## src/hdl/nq_pkg.sv

```systemverilog
package nq_pkg;

  // fixed field widths of the request and result words
  localparam int SIZE_W  = 5;
  localparam int FIELD_W = 4;

  // search sequencer states, one-hot
  typedef enum logic [5:0] {
    S_IDLE = 6'b000001,
    S_SCAN = 6'b000010,
    S_BACK = 6'b000100,
    S_LOAD = 6'b001000,
    S_PUSH = 6'b010000,
    S_FAIL = 6'b100000
  } nq_state_t;

endpackage

```

## src/hdl/nq_ram.sv

```systemverilog
module nq_ram #(
  parameter int WIDTH = 4,
  parameter int DEPTH = 16
) (
  input  logic                     clk,
  input  logic                     we,
  input  logic [$clog2(DEPTH)-1:0] waddr,
  input  logic [WIDTH-1:0]         wdata,
  input  logic [$clog2(DEPTH)-1:0] raddr,
  output logic [WIDTH-1:0]         rdata
);

  logic [WIDTH-1:0] mem [DEPTH];
  logic [WIDTH-1:0] rdata_r;

  // one write port, one registered read port
  always_ff @(posedge clk) begin
    if (we) begin
      mem[waddr] <= wdata;
    end
    rdata_r <= mem[raddr];
  end

  assign rdata = rdata_r;

endmodule

```

## src/hdl/n_queens_backtrack_solver.sv

```systemverilog
// N-queens solver. A word on the input carries a board size n; the block
// searches depth first, column by column with rows tried in ascending order,
// for the first placement of n non-attacking queens, then returns n words
// (column, queen_row, found=1), with last set on column n-1. For n = 2 or 3,
// for n = 0 and for n above MAX_N it returns a single word with found=0 and
// last=1. The block takes one request at a time and is not ready while it
// searches. Timing: one candidate square is tested per cycle by the single
// occupancy checker in S_SCAN, each step back waits for a read of the
// placement RAM, whose read port is registered, and each column is read
// out through S_LOAD and then S_PUSH, which waits while the output is held.
// The search time is data dependent. The block needs no clearing pass after
// reset.
module n_queens_backtrack_solver
  import nq_pkg::*;
#(
  parameter int MAX_N = 16
) (
  input  logic               clk,
  input  logic               rst_n,
  input  logic               in_valid,
  output logic               in_ready,
  input  logic [SIZE_W-1:0]  in_board_size,
  output logic               out_valid,
  input  logic               out_ready,
  output logic [FIELD_W-1:0] out_column,
  output logic [FIELD_W-1:0] out_queen_row,
  output logic               out_found,
  output logic               out_last
);

  localparam int IDX_W  = $clog2(MAX_N);
  localparam int CNT_W  = $clog2(MAX_N + 1);
  localparam int DIAG_N = 2 * MAX_N - 1;
  localparam int DI_W   = $clog2(DIAG_N);

  nq_state_t state_r, state_nxt;

  logic [CNT_W-1:0]  n_r, n_nxt;
  logic [CNT_W-1:0]  col_r, col_nxt;
  logic [CNT_W-1:0]  row_r, row_nxt;
  logic [MAX_N-1:0]  rows_r, rows_nxt;
  logic [DIAG_N-1:0] rise_r, rise_nxt;
  logic [DIAG_N-1:0] fall_r, fall_nxt;

  logic               out_valid_r, out_valid_nxt;
  logic [FIELD_W-1:0] out_column_r, out_column_nxt;
  logic [FIELD_W-1:0] out_queen_row_r, out_queen_row_nxt;
  logic               out_found_r, out_found_nxt;
  logic               out_last_r, out_last_nxt;

  // placement store
  logic             ram_we;
  logic [IDX_W-1:0] ram_waddr;
  logic [IDX_W-1:0] ram_wdata;
  logic [IDX_W-1:0] ram_raddr;
  logic [IDX_W-1:0] ram_rdata;

  // shared occupancy unit
  logic [IDX_W-1:0] chk_row;
  logic [IDX_W-1:0] chk_col;
  logic [DI_W-1:0]  rise_idx;
  logic [DI_W-1:0]  fall_idx;
  logic             sq_free;
  logic             out_free;
  logic             size_ok;

  nq_ram #(
    .WIDTH (IDX_W),
    .DEPTH (MAX_N)
  ) u_place (
    .clk   (clk),
    .we    (ram_we),
    .waddr (ram_waddr),
    .wdata (ram_wdata),
    .raddr (ram_raddr),
    .rdata (ram_rdata)
  );

  // square under test: the scanned row, or the stored row when stepping back
  assign chk_row  = (state_r == S_BACK) ? ram_rdata : row_r[IDX_W-1:0];
  assign chk_col  = col_r[IDX_W-1:0];
  assign rise_idx = DI_W'(chk_row) + DI_W'(chk_col);
  assign fall_idx = DI_W'(chk_row) + DI_W'(MAX_N - 1) - DI_W'(chk_col);
  assign sq_free  = !rows_r[chk_row] && !rise_r[rise_idx] && !fall_r[fall_idx];

  assign out_free = !out_valid_r || out_ready;
  assign size_ok  = (in_board_size != '0) &&
                    ({1'b0, in_board_size} <= (SIZE_W + 1)'(MAX_N));

  assign ram_we    = (state_r == S_SCAN) && (col_r < n_r) && (row_r < n_r) && sq_free;
  assign ram_waddr = col_r[IDX_W-1:0];
  assign ram_wdata = row_r[IDX_W-1:0];
  // step back reads the previous column; readout reads the current one
  assign ram_raddr = (state_r == S_SCAN) ? IDX_W'(col_r - 1'b1) : col_r[IDX_W-1:0];

  // sequencer
  always_comb begin
    state_nxt         = state_r;
    n_nxt             = n_r;
    col_nxt           = col_r;
    row_nxt           = row_r;
    rows_nxt          = rows_r;
    rise_nxt          = rise_r;
    fall_nxt          = fall_r;
    out_valid_nxt     = out_valid_r && !out_ready;
    out_column_nxt    = out_column_r;
    out_queen_row_nxt = out_queen_row_r;
    out_found_nxt     = out_found_r;
    out_last_nxt      = out_last_r;
    case (state_r)
      S_IDLE: begin
        if (in_valid) begin
          n_nxt     = CNT_W'(in_board_size);
          col_nxt   = '0;
          row_nxt   = '0;
          rows_nxt  = '0;
          rise_nxt  = '0;
          fall_nxt  = '0;
          state_nxt = size_ok ? S_SCAN : S_FAIL;
        end
      end
      S_SCAN: begin
        if (col_r >= n_r) begin
          // board full: read it out from column 0
          col_nxt   = '0;
          state_nxt = S_LOAD;
        end else if (row_r < n_r) begin
          if (sq_free) begin
            rows_nxt[chk_row]  = 1'b1;
            rise_nxt[rise_idx] = 1'b1;
            fall_nxt[fall_idx] = 1'b1;
            col_nxt            = col_r + 1'b1;
            row_nxt            = '0;
          end else begin
            row_nxt = row_r + 1'b1;
          end
        end else if (col_r == '0) begin
          state_nxt = S_FAIL;
        end else begin
          col_nxt   = col_r - 1'b1;
          state_nxt = S_BACK;
        end
      end
      S_BACK: begin
        // lift the queen of the previous column and try its next row
        rows_nxt[chk_row]  = 1'b0;
        rise_nxt[rise_idx] = 1'b0;
        fall_nxt[fall_idx] = 1'b0;
        row_nxt            = CNT_W'(ram_rdata) + 1'b1;
        state_nxt          = S_SCAN;
      end
      S_LOAD: begin
        state_nxt = S_PUSH;
      end
      S_PUSH: begin
        if (out_free) begin
          out_valid_nxt     = 1'b1;
          out_column_nxt    = FIELD_W'(col_r);
          out_queen_row_nxt = FIELD_W'(ram_rdata);
          out_found_nxt     = 1'b1;
          out_last_nxt      = (col_r == n_r - 1'b1);
          if (col_r == n_r - 1'b1) begin
            state_nxt = S_IDLE;
          end else begin
            col_nxt   = col_r + 1'b1;
            state_nxt = S_LOAD;
          end
        end
      end
      S_FAIL: begin
        if (out_free) begin
          out_valid_nxt     = 1'b1;
          out_column_nxt    = '0;
          out_queen_row_nxt = '0;
          out_found_nxt     = 1'b0;
          out_last_nxt      = 1'b1;
          state_nxt         = S_IDLE;
        end
      end
      default: begin
        state_nxt = S_IDLE;
      end
    endcase
  end

  // control registers
  always_ff @(posedge clk) begin
    if (!rst_n) begin
      state_r     <= S_IDLE;
      out_valid_r <= 1'b0;
    end else begin
      state_r     <= state_nxt;
      out_valid_r <= out_valid_nxt;
    end
  end

  // search and result registers
  always_ff @(posedge clk) begin
    n_r             <= n_nxt;
    col_r           <= col_nxt;
    row_r           <= row_nxt;
    rows_r          <= rows_nxt;
    rise_r          <= rise_nxt;
    fall_r          <= fall_nxt;
    out_column_r    <= out_column_nxt;
    out_queen_row_r <= out_queen_row_nxt;
    out_found_r     <= out_found_nxt;
    out_last_r      <= out_last_nxt;
  end

  assign in_ready      = (state_r == S_IDLE);
  assign out_valid     = out_valid_r;
  assign out_column    = out_column_r;
  assign out_queen_row = out_queen_row_r;
  assign out_found     = out_found_r;
  assign out_last      = out_last_r;

endmodule
```

## config.mk

```make
export PLATFORM = sky130hd
export DESIGN_NAME = n_queens_backtrack_solver
export DESIGN_NICKNAME = d
export VERILOG_FILES = /design/src/hdl/nq_pkg.sv /design/src/hdl/nq_ram.sv /design/src/hdl/n_queens_backtrack_solver.sv
export SDC_FILE = /design/constraint.sdc
export NUM_CORES = 1
export LEC_CHECK = 0
export ABC_CLOCK_PERIOD_IN_PS = 15800
export BUFFER_PORTS_ARGS = -buffer_cell sky130_fd_sc_hd__buf_2
export CORE_ASPECT_RATIO = 0.8
export CORE_MARGIN = 5
export CORE_UTILIZATION = 40
export CTS_CLUSTER_DIAMETER = 40
export DETAILED_ROUTE_END_ITERATION = 10
export GPL_TIMING_DRIVEN = 0
export PLACE_DENSITY_LB_ADDON = 0.08
export SYNTH_ARGS = -nofsm -noshare
export SYNTH_HDL_FRONTEND = slang
export SYNTH_HIERARCHICAL = 1
export SYNTH_SLANG_ARGS = --single-unit
```

## constraint.sdc

```tcl
create_clock -name clk -period 15.8 [get_ports clk]
set_input_delay 2.37 -clock clk [delete_from_list [all_inputs] [get_ports clk]]
set_output_delay 2.37 -clock clk [all_outputs]
set_load 0.02 [all_outputs]
```

==> load_flow_metrics.sql <==
INSERT INTO impl_metrics (metric_group, metric, value, unit) VALUES
('critical_path', 'internal_reg_to_reg_setup_slack', '8.81', 'ns'),
('place', 'cell_count_after_placement', '1182', ''),
('floorplan', 'vertical_extent_of_the_die', '150', 'microns'),
('drt', 'route.detailed.wl_per_inst', '20.5', 'microns'),
('synth', 'ys_top_cells_by_count', 'edfxtp_1 (167), nor2_1 (102), o21ai_0 (84)', ''),
('floorplan', 'starting_density_of_the_core', '0.403', ''),
('synth', 'synth_area_leader_cell', 'edfxtp_1', ''),
('synth', 'yosysMostFrequentCell', 'edfxtp_1', ''),
('floorplan', 'ios', '21', ''),
('critical_path', 'startpoint', 'state_r[0]', ''),
('sta', 'setup_viol_count_final', '0', ''),
('place', 'gp_congestion', '0.848', ''),
('power', 'switching_power_of_the_nets', '1.07', 'mW'),
('sta', 'max_slew_headroom_at_the_worst_pin', '0.182', ''),
('finish', 'antennaDiodeCount', '0', ''),
('drt', 'detailedRoute.firstIterationViolations', '640', ''),
('cts', 'cts.reportedPaths.clkPinSlew', '0.08', 'ns'),
('sta', 'max_freq', '143', 'MHz'),
('synth', 'synth_flop_cell', 'edfxtp_1', ''),
('critical_path', 'crit_fanout', '10', ''),
('synth', 'ys_top_cells_by_area', 'edfxtp_1 (51%), o21ai_0 (4.3%), mux4_2 (4.2%)', ''),
('synth', 'synth_top_area_share', '0.514', ''),
('synth', 'syn-cell-area', '9750', 'sq um'),
('finish', 'final_net_count', '917', ''),
('floorplan', 'core_area', '24200', 'sq um'),
('synth', 'synth.yosys.warnings', '6', ''),
('sta', 'finalClockSkew', '0.0161', 'ns'),
('power', 'power.leakage', '3.79', 'nW'),
('worst_hold_path', 'hp-start', 'rise_r[28]', ''),
('power', 'relative_contribution_of_combinational_cells_to_total_power', '0.471', ''),
('critical_path', 'timing.critical_path.from_type', 'register', ''),
('drt', 'wirelength', '24900', 'microns'),
('grt', 'grt_antenna_before_repair', '0', ''),
('cts', 'post_cts_setup_buffer_count', '0', ''),
('grt', 'number_of_global_route_vias_before_repair', '6997', ''),
('sta', 'slew_viol_final', '0', ''),
('cts', 'hold_buffers', '0', ''),
('power', 'power.ir.vdd_worst', '101', 'uV'),
('finish', 'layout_cells_sized_above_1', '0.109', ''),
('worst_hold_path', 'min-delay-path-class', 'register to register', ''),
('place', 'dp_hpwl', '17700', 'microns'),
('sta', 'worstMarginPinSlew', '1.22', 'ns'),
('grt', 'gr-usage-all-layers', '0.185', ''),
('outcome', 'status', 'finished clean', ''),
('drt', 'drc', '0', ''),
('drt', 'drt_first_pass_iters', '5', ''),
('place', 'preCtsSetupSlack', '8.85', 'ns'),
('floorplan', 'placement_rows', '51', ''),
('drt', 'drt.antenna.violating_nets', '0', ''),
('power', 'power.sequential.fraction', '0.338', ''),
('power', 'p_int', '1.31', 'mW'),
('floorplan', 'floorplan.die.width', '185', 'microns'),
('drt', 'post_drt_via_cell_ratio', '5.85', ''),
('critical_path', 'rr_startpoint', 'state_r[0]', ''),
('sta', 'final_min_period_over_clock_period', '0.442', ''),
('critical_path', 'setup_crit_end_kind', 'register', ''),
('synth', 'synthesis.instances', '841', ''),
('sta', 'holdWs', '0.565', 'ns'),
('place', 'post_dp_cell_area', '10300', 'sq um'),
('synth', 'syn_avg_cell_area', '11.6', 'sq um'),
('floorplan', 'die-area', '27600', 'sq um'),
('finish', 'fillers', '2200', ''),
('sta', 'hold_violations', '0', ''),
('finish', 'instances_no_fill', '1214', ''),
('cts', 'clock_insertion_delay_worst_skew', '0.45', 'ns'),
('synth', 'synth_async_sr_flop_share', '0', ''),
('drt', 'routed-via-count', '7105', ''),
('synth', 'ys_seq_area_frac', '0.537', ''),
('synth', 'edff_count_synth', '167', ''),
('finish', 'area_growth', '12.5', '%'),
('power', 'netSwitchingFraction', '0.449', '');
[worst min path at each step]
stage               cells past startpoint    endpoint
floorplan                               1   fall_r[2]
finish                                  1  rise_r[28]
detailed placement                      1  rise_r[28]
CTS                                     1  rise_r[28]
global placement                        1   fall_r[2]
global route                            1   rise_r[6]
[layout make-up]
| class | count | area, sq um | area share |
|---|---|---|---|
| multi-input cells | 594 | 4220 | 0.384 |
| clock inverters | 15 | 220 | 0.0201 |
| plain buffers | 45 | 220 | 0.0201 |
| clock buffers | 17 | 425 | 0.0388 |
| repair buffers | 23 | 168 | 0.0153 |
| well taps | 318 | 398 | 0.0363 |
| flip-flops and latches | 178 | 5240 | 0.477 |
| inverters | 24 | 90.1 | 0.00821 |
[cells in the final DEF, fill, tap and decap left out, types with 8 or more instances in the layout]
cell,n
nand2b_1,9
nor3_1,22
o21ai_0,84
clkbuf_16,17
a31oi_1,16
mux4_2,18
inv_1,24
nor2_1,102
nand2_1,32
nand3_1,23
o21a_1,52
edfxtp_1,167
a21oi_1,65
xnor2_1,15
dfxtp_1,11
ha_1,23
mux4_1,14
and2_1,13
clkbuf_1,32
buf_2,24
xor2_1,8
nor4_1,10
[power by group through the flow]
| stage | registers [mW] | logic [mW] | clock network, mW |
|---|---|---|---|
| 2_1_floorplan | 0.789 | 0.777 | 0 |
| 6_report | 0.805 | 1.12 | 0.457 |
| 3_5_place_dp | 0.813 | 1.11 | 0 |
| 5_1_grt | 0.823 | 1.22 | 0.489 |
| 3_3_place_gp | 0.845 | 1.07 | 0 |
| 4_1_cts | 0.804 | 1.11 | 0.467 |
[sequential cells by signal, summed over array words and instances (netlist names)]
| signal | cells |
|---|---|
| col_r | 5 |
| fall_r | 31 |
| n_r | 5 |
| out_column | 4 |
| out_found | 1 |
| out_last | 1 |
| out_queen_row | 4 |
| out_valid | 1 |
| rise_r | 31 |
| row_r | 5 |
| rows_r | 16 |
| state_r | 6 |
| u_place/mem | 64 |
| u_place/rdata | 4 |
[metal layers]
layer / vias up / GRT usage / share of wire
met5: - / 0 / 0
met4: 0 / 0.0418 / 0.011
met3: 23 / 0.0379 / 0.058
met2: 229 / 0.275 / 0.44
met1: 3541 / 0.281 / 0.49
li1: 3312 / - / -
[kinds of logic (layout without fill, tap and decap cells)]
family                     after synthesis  after routing  share of synthesized area
muxes                                   40             40                     0.0890
DFF                                    178            178                      0.537
buffers and inverters                   69            124                     0.0318
xor gates and xnor gates                24             24                     0.0223
and+or+nand+nor                        242            242                      0.120
AOI/OAI and AO/OA                      263            263                      0.166
adders and majority gates               25             25                     0.0336
[critical path, cell delays in order, from the launching register on]
cell,delay (ns)
dfxtp_1,0.39
nor4b_4,0.53
and2_1,0.22
buf_6,0.13
buf_2,0.25
nor2_1,0.06
a21oi_1,0.23
buf_2,0.30
inv_1,0.13
fa_1,0.51
clkbuf_1,0.47
clkbuf_1,0.40
o21ai_0,0.19
mux4_2,0.49
mux2i_1,0.21
o211ai_1,0.24
a211o_2,0.45
nor3_1,0.40
or3b_2,0.54
nor3_1,0.46
(Power assumes the default switching activity.)
